## config.mk

```make
export PLATFORM = sky130hd
export DESIGN_NAME = entry_line_slash_checker_unit
export DESIGN_NICKNAME = d
export VERILOG_FILES = /design/src/hdl/elsc_pkg.sv /design/src/hdl/elsc_line_tracker.sv /design/src/hdl/entry_line_slash_checker_unit.sv
export SDC_FILE = /design/constraint.sdc
export NUM_CORES = 1
export LEC_CHECK = 0
export CORE_MARGIN = 8
export CORE_UTILIZATION = 35
export DETAILED_ROUTE_END_ITERATION = 16
export DONT_BUFFER_PORTS = 1
export GPL_ROUTABILITY_DRIVEN = 1
export GPL_TIMING_DRIVEN = 0
export SYNTH_ARGS = -nofsm -noshare
export SYNTH_HDL_FRONTEND = slang
export SYNTH_SLANG_ARGS = --single-unit
```

## constraint.sdc

```tcl
create_clock -name clk_i -period 2.42 [get_ports clk_i]
set_input_delay 0.363 -clock clk_i [delete_from_list [all_inputs] [get_ports clk_i]]
set_output_delay 0.363 -clock clk_i [all_outputs]
set_load 0.005 [all_outputs]
```

## src/hdl/elsc_pkg.sv

```systemverilog
// Shared constants, types and a helper function for the entry line slash checker.
package elsc_pkg;

  localparam int unsigned ByteW = 8;
  localparam int unsigned CmdCntW = 3;
  localparam int unsigned SlashCntW = 3;

  localparam logic [ByteW-1:0] ChNewline = 8'h0A;
  localparam logic [ByteW-1:0] ChSpace = 8'h20;
  localparam logic [ByteW-1:0] ChSlash = 8'h2F;
  localparam logic [ByteW-1:0] ChPlus = 8'h2B;

  localparam logic [CmdCntW-1:0] CmdLen = 3'd5;
  localparam logic [SlashCntW-1:0] SlashGood = 3'd5;
  localparam logic [SlashCntW-1:0] SlashThird = 3'd3;
  localparam logic [SlashCntW-1:0] SlashSat = 3'd6;

  localparam logic CheckEnabledRst = 1'b0;

  typedef enum logic [2:0] {
    PH_CMD  = 3'b001,
    PH_ARG  = 3'b010,
    PH_SKIP = 3'b100
  } phase_e;

  typedef struct packed {
    logic             step;
    logic [ByteW-1:0] byte_value;
    logic             last_byte;
  } trk_req_t;

  function automatic logic [ByteW-1:0] entry_char(input logic [CmdCntW-1:0] idx);
    logic [ByteW-1:0] ch;
    case (idx)
      3'd0:    ch = 8'h45;
      3'd1:    ch = 8'h6E;
      3'd2:    ch = 8'h74;
      3'd3:    ch = 8'h72;
      3'd4:    ch = 8'h79;
      default: ch = 8'h00;
    endcase
    return ch;
  endfunction

endpackage

```

## src/hdl/elsc_line_tracker.sv

```systemverilog
// Per-line command and argument state, with the per-payload alert flag.
module elsc_line_tracker
  import elsc_pkg::*;
(
  input  logic     clk_i,
  input  logic     rst_ni,
  input  trk_req_t req_i,
  output logic     alert_o
);

  phase_e               phase_q, phase_d;
  logic [CmdCntW-1:0]   cmd_cnt_q, cmd_cnt_d;
  logic                 cmd_mism_q, cmd_mism_d;
  logic [SlashCntW-1:0] slash_cnt_q, slash_cnt_d;
  logic                 ats_q, ats_d;
  logic                 bad_q, bad_d;
  logic                 alert_q, alert_d;

  always_comb begin
    phase_d     = phase_q;
    cmd_cnt_d   = cmd_cnt_q;
    cmd_mism_d  = cmd_mism_q;
    slash_cnt_d = slash_cnt_q;
    ats_d       = ats_q;
    bad_d       = bad_q;
    alert_d     = alert_q;
    if (req_i.byte_value == ChNewline) begin
      if (!req_i.last_byte && phase_q == PH_ARG && (bad_q || slash_cnt_q != SlashGood)) begin
        alert_d = 1'b1;
      end
      phase_d     = PH_CMD;
      cmd_cnt_d   = '0;
      cmd_mism_d  = 1'b0;
      slash_cnt_d = '0;
      ats_d       = 1'b0;
      bad_d       = 1'b0;
    end else begin
      case (phase_q)
        PH_CMD: begin
          if (req_i.byte_value == ChSpace) begin
            phase_d = (!cmd_mism_q && cmd_cnt_q == CmdLen) ? PH_ARG : PH_SKIP;
          end else if (cmd_cnt_q < CmdLen && req_i.byte_value == entry_char(cmd_cnt_q)) begin
            cmd_cnt_d = cmd_cnt_q + 3'd1;
          end else begin
            cmd_mism_d = 1'b1;
          end
        end
        PH_ARG: begin
          if (ats_q) begin
            if (req_i.byte_value != ChSlash && req_i.byte_value != ChPlus) begin
              bad_d = 1'b1;
            end
            ats_d = 1'b0;
          end
          if (req_i.byte_value == ChSlash) begin
            if (slash_cnt_q < SlashSat) begin
              slash_cnt_d = slash_cnt_q + 3'd1;
            end
            if (slash_cnt_d == SlashThird) begin
              ats_d = 1'b1;
            end
          end
        end
        default: begin
        end
      endcase
    end
  end

  assign alert_o = alert_d;

  always_ff @(posedge clk_i or negedge rst_ni) begin
    if (!rst_ni) begin
      phase_q     <= PH_CMD;
      cmd_cnt_q   <= '0;
      cmd_mism_q  <= 1'b0;
      slash_cnt_q <= '0;
      ats_q       <= 1'b0;
      bad_q       <= 1'b0;
      alert_q     <= 1'b0;
    end else if (req_i.step) begin
      if (req_i.last_byte) begin
        phase_q     <= PH_CMD;
        cmd_cnt_q   <= '0;
        cmd_mism_q  <= 1'b0;
        slash_cnt_q <= '0;
        ats_q       <= 1'b0;
        bad_q       <= 1'b0;
        alert_q     <= 1'b0;
      end else begin
        phase_q     <= phase_d;
        cmd_cnt_q   <= cmd_cnt_d;
        cmd_mism_q  <= cmd_mism_d;
        slash_cnt_q <= slash_cnt_d;
        ats_q       <= ats_d;
        bad_q       <= bad_d;
        alert_q     <= alert_d;
      end
    end
  end

`ifndef SYNTHESIS
  a_slash_sat: assert property (@(posedge clk_i) disable iff (!rst_ni)
    slash_cnt_q <= SlashSat)
    else $error("Slash count went past its saturation value.");

  a_cmd_cnt: assert property (@(posedge clk_i) disable iff (!rst_ni)
    cmd_cnt_q <= CmdLen)
    else $error("Command match count went past the command length.");

  a_ats_third: assert property (@(posedge clk_i) disable iff (!rst_ni)
    ats_q |-> (slash_cnt_q == SlashThird && phase_q == PH_ARG))
    else $error("Third-slash flag set outside the third slash of an argument.");

  a_payload_clear: assert property (@(posedge clk_i) disable iff (!rst_ni)
    (req_i.step && req_i.last_byte) |=> (phase_q == PH_CMD && !alert_q && slash_cnt_q == '0))
    else $error("State not cleared after the last byte of a payload.");
`endif

endmodule

```

## src/hdl/entry_line_slash_checker_unit.sv

```systemverilog
// Top level of the entry line slash checker: input stage, line tracker and result register.
//
//   channel   direction  signals                                   transfer
//   in        sink       in_valid_i/in_ready_o, byte_value_i,      one payload byte
//                        last_byte_i
//   out       source     out_valid_o/out_ready_i, match_o           one match bit per payload when enabled
//   cfg       sink       cfg_valid_i/cfg_ready_o, cfg_data_i        check_enabled register
//
// A byte is taken every cycle unless a stalled result holds the input stage; a payload's result
// passes the input register and then the result register. The rate is set by the input register.
// Reset clears all line and payload state and disables checking.
// A stalled result holds the input stage only when that stage holds a last byte and checking is enabled.
module entry_line_slash_checker_unit
  import elsc_pkg::*;
(
  input  logic             clk_i,
  input  logic             rst_ni,
  input  logic             in_valid_i,
  output logic             in_ready_o,
  input  logic [ByteW-1:0] byte_value_i,
  input  logic             last_byte_i,
  output logic             out_valid_o,
  input  logic             out_ready_i,
  output logic             match_o,
  input  logic             cfg_valid_i,
  output logic             cfg_ready_o,
  input  logic             cfg_data_i
);

  logic             s1_valid_q;
  logic [ByteW-1:0] s1_byte_q;
  logic             s1_last_q;
  logic             check_en_q;
  logic             out_valid_q;
  logic             match_q;
  logic             produce;
  logic             out_free;
  logic             proc;
  logic             alert;
  trk_req_t         trk_req;

  assign produce    = s1_last_q && check_en_q;
  assign out_free   = !out_valid_q || out_ready_i;
  assign proc       = s1_valid_q && (!produce || out_free);
  assign in_ready_o = !s1_valid_q || proc;

  assign trk_req.step       = proc;
  assign trk_req.byte_value = s1_byte_q;
  assign trk_req.last_byte  = s1_last_q;

  elsc_line_tracker u_tracker (
    .clk_i   (clk_i),
    .rst_ni  (rst_ni),
    .req_i   (trk_req),
    .alert_o (alert)
  );

  always_ff @(posedge clk_i or negedge rst_ni) begin
    if (!rst_ni) begin
      s1_valid_q <= 1'b0;
    end else if (in_ready_o) begin
      s1_valid_q <= in_valid_i;
    end
  end

  always_ff @(posedge clk_i) begin
    if (in_ready_o && in_valid_i) begin
      s1_byte_q <= byte_value_i;
      s1_last_q <= last_byte_i;
    end
  end

  always_ff @(posedge clk_i or negedge rst_ni) begin
    if (!rst_ni) begin
      out_valid_q <= 1'b0;
    end else if (proc && produce) begin
      out_valid_q <= 1'b1;
    end else if (out_ready_i) begin
      out_valid_q <= 1'b0;
    end
  end

  always_ff @(posedge clk_i) begin
    if (proc && produce) begin
      match_q <= alert;
    end
  end

  assign cfg_ready_o = !s1_valid_q && !out_valid_q;

  always_ff @(posedge clk_i or negedge rst_ni) begin
    if (!rst_ni) begin
      check_en_q <= CheckEnabledRst;
    end else if (cfg_valid_i && cfg_ready_o) begin
      check_en_q <= cfg_data_i;
    end
  end

  assign out_valid_o = out_valid_q;
  assign match_o     = match_q;

`ifndef SYNTHESIS
  a_result_needs_last: assert property (@(posedge clk_i) disable iff (!rst_ni)
    $rose(out_valid_q) |-> $past(s1_valid_q && s1_last_q && check_en_q))
    else $error("Result raised without a last byte under enabled checking.");

  a_no_overwrite: assert property (@(posedge clk_i) disable iff (!rst_ni)
    (out_valid_q && !out_ready_i) |-> !(proc && produce))
    else $error("Pending result overwritten.");

  a_cfg_idle: assert property (@(posedge clk_i) disable iff (!rst_ni)
    (cfg_valid_i && cfg_ready_o) |-> (!s1_valid_q && !out_valid_q))
    else $error("Configuration write taken while an item is in flight.");
`endif

endmodule

```

==> run metrics <==
Final min period 2300 ps; endpoint class of the critical path register; Synth Instances ~150; unrepaired setup endpoints after global routing false; Leak 0.000668 µW; Slew HR 0.451; main flop type after synthesis dfrtp_1; Remaining DRCs 0; area share of the largest cell type after synthesis 0.246; WS Path Type register to register; clk sinks 26; Power, Total between 900 and 1000 µW; Mapped Nets 169; initial antenna violation count 0; Total Routing Usage GR 0.0986; die area between 6000 and 7000 µm²; clk_lat worst skew around 280 ps; vias in the first global route ~1100; mean area per synthesized cell roughly 10 µm²; Cell Rows 24; final setup vio count 0; Netlist Area Pre-Place around 1500 µm²; Layout area overhead 10.1%; area leader, netlist dfrtp_1; Detailed Routing Iterations Pass 1 4; vias per cell approximately 5.5; Period Utilization, post-route 0.950; combinational family with the most area after synthesis simple AND/OR/NAND/NOR gates; Core Area 4290 µm²; hold violation total from the final report 0; pins over their slew limit 0; hold slack final around 170 ps; TritonCTS clock tree yes; CTS Buf Count 3; share of cells above drive strength 1 0.132; final setup skew between 1.5 and 2 ps; ranking of synthesized cells by area dfrtp_1, edfxtp_1, ha_1; hold path startpoint byte_value_i[2]; CP cell instances ha_1 > ha_1 > inv_1 > o311ai_1 > xor2_1 > nor4_4 > mux2_4; detailed-placement wirelength estimate 2380 µm; Root Buffer clkbuf_8; Starting Density 0.356; Overflow after GRT 0; worst min path class input pin to register; Ports 19; Fmax between 400 and 500 MHz; largest net degree at the start of global routing 17; total negative slack 0 ps; Critical R2R Launch u_tracker.cmd_cnt_q[1]$_DFFE_PN0P_; Max VDD drop about 0.32 mV; commonest non-fill, non-tap cell in the layout nor2_1; Worst-Margin Slew 821 ps; antenna diode count 0; hold endpoint s1_byte_q[2]$_DFFE_PP_; EDFF count, synth 10; clock slew at reported path FFs around 100 ps; wire per inst ~16 µm; Die Ht between 80 and 90 µm; Max FO, Critical Path 5; total number of H-tree levels 1; startpoint types register; fillers ~440; adder-cell share of the synthesized area 0.0655; Synth Area in XOR/XNOR 0.0229; CP max-delay cell dfrtp_1; worst flop-to-flop path endpoint u_tracker.cmd_cnt_q[2]$_DFFE_PN0P_; status finished clean; max incr delay on CP between 400 and 500 ps; Vias roughly 1100; YS warnings 0; Simple-Gate Fraction of Synth Area 0.231; Post-Route WL ~3200 µm; Synth Area in Compound Gates 0.134; DRT iter0 DRCs 47; ANT nets after route 0; first-pass GRT wire length approximately 5200 µm; most frequent CP cell ha_1; Netlist cell types 50; PwrDens 538 nW/µm²; Max Root-Sink Buffers 2; GP Congestion about 0.83; Area after DPL ~1600 µm²; worst hold stages 0; Reg2Reg Setup Slack roughly 120 ps; reg2reg path depth 7; CP Data Arrival Time 2470 ps; # nets final 176; die width about 80 µm; fin area between 1500 and 2000 µm²; Synth Register Bits 26; IO Port Bufs 0; mux contribution to synthesized area 0.0434; Post-synth ARST share 0.615; most frequent cells in the layout nor2_1, nand2_1, dfrtp_1; # Max-Cap Violations 0; post-synthesis sequential area ratio 0.459; WP data required 2590 ps
-- metal layers --
metal	GRT usage	wire (µm)
met5	0	0
met4	0.0526	82
met3	0.0186	104
met2	0.145	1420
met1	0.133	1610
-- sequential cells by signal, summed over array words and instances (netlist names) --
name                   flops
out_valid_o                1
s1_valid_q                 1
u_tracker.phase_q          3
u_tracker.bad_q            1
u_tracker.ats_q            1
s1_last_q                  1
u_tracker.cmd_mism_q       1
match_o                    1
check_en_q                 1
s1_byte_q                  8
u_tracker.cmd_cnt_q        3
u_tracker.alert_q          1
u_tracker.slash_cnt_q      3
-- through the flow --
| stage | cells | util | worst slack (ps) |
|---|---|---|---|
| after floorplan | 146 | - | 261 |
| after global placement | 198 | 0.371 | 89.1 |
| after detailed placement | 198 | 0.371 | 63.5 |
| after CTS | 203 | 0.389 | 28.3 |
| after global routing | 204 | 0.392 | 6.82 |
| final | 204 | 0.392 | 122 |
-- where the power goes --
part | leakage (µW) | internal (µW) | switching (µW)
registers | 0.000309 | 480 | 24.2
clock network | 0.0000339 | 180 | 154
logic | 0.000325 | 25.5 | 40.0
-- cell type report --
type	instances	area [µm²]	area share
sequential	26	702	0.417
inverter	11	41.3	0.0246
multi-input combinational	107	764	0.455
tap	52	65.1	0.0387
timing repair buffer	2	17.5	0.0104
buffer	2	25.0	0.0149
clock buffer	4	66.3	0.0394
-- logic make-up after synthesis --
family / count (synthesis)
AOI/OAI and AO/OA: 27
xor gates and xnor gates: 4
adders and majority gates: 8
buffers and inverters: 13
DFF: 26
muxes: 6
and+or+nand+nor: 62
-- Yosys cell counts (all sizes together) (2+ instances only) --
| master | instances |
|---|---|
| inv | 11 |
| nor4 | 3 |
| nand2 | 15 |
| nand3 | 3 |
| and3 | 3 |
| o211ai | 2 |
| a41oi | 2 |
| nand2b | 2 |
| mux2 | 2 |
| nand3b | 2 |
| a21oi | 2 |
| a32o | 3 |
| edfxtp | 10 |
| mux2i | 4 |
| o21ai | 4 |
| o21bai | 2 |
| nor3b | 2 |
| and4 | 3 |
| o22ai | 2 |
| nor4b | 2 |
| xor2 | 3 |
| ha | 8 |
| nor3 | 4 |
| dfrtp | 15 |
| a211oi | 2 |
| nor2 | 17 |
-- worst max-delay path: cells and delay by family (launching register included) --
family / cells / cell delay, ps
simple gates: 1 / 370
xor+xnor: 1 / 180
fa+ha+maj: 2 / 490
compound gates: 1 / 340
buf+inv: 1 / 50
flops: 1 / 440
mux: 1 / 320
-- repair_timing --
action	4_1_cts	5_1_grt
buffers inserted	0	1
gates resized for setup	0	1
endpoints found under the hold margin	16	0
hold buffers	1	0
setup endpoints to repair	0	3
-- how the worst max path moves through the flow --
stage / from / to / cells past startpoint / slack [ps]
after global routing: u_tracker.cmd_cnt_q[0]$_DFFE_PN0P_ / u_tracker.cmd_cnt_q[1]$_DFFE_PN0P_ / 8 / 7
after CTS: u_tracker.cmd_cnt_q[1]$_DFFE_PN0P_ / u_tracker.cmd_cnt_q[2]$_DFFE_PN0P_ / 7 / 30
final: u_tracker.cmd_cnt_q[1]$_DFFE_PN0P_ / u_tracker.cmd_cnt_q[2]$_DFFE_PN0P_ / 7 / 120
after floorplan: u_tracker.cmd_cnt_q[0]$_DFFE_PN0P_ / u_tracker.cmd_cnt_q[2]$_DFFE_PN0P_ / 8 / 260
after detailed placement: u_tracker.cmd_cnt_q[1]$_DFFE_PN0P_ / u_tracker.cmd_cnt_q[2]$_DFFE_PN0P_ / 7 / 60
after global placement: u_tracker.cmd_cnt_q[0]$_DFFE_PN0P_ / u_tracker.cmd_cnt_q[2]$_DFFE_PN0P_ / 7 / 90
Power figures use the tool's default switching activity.
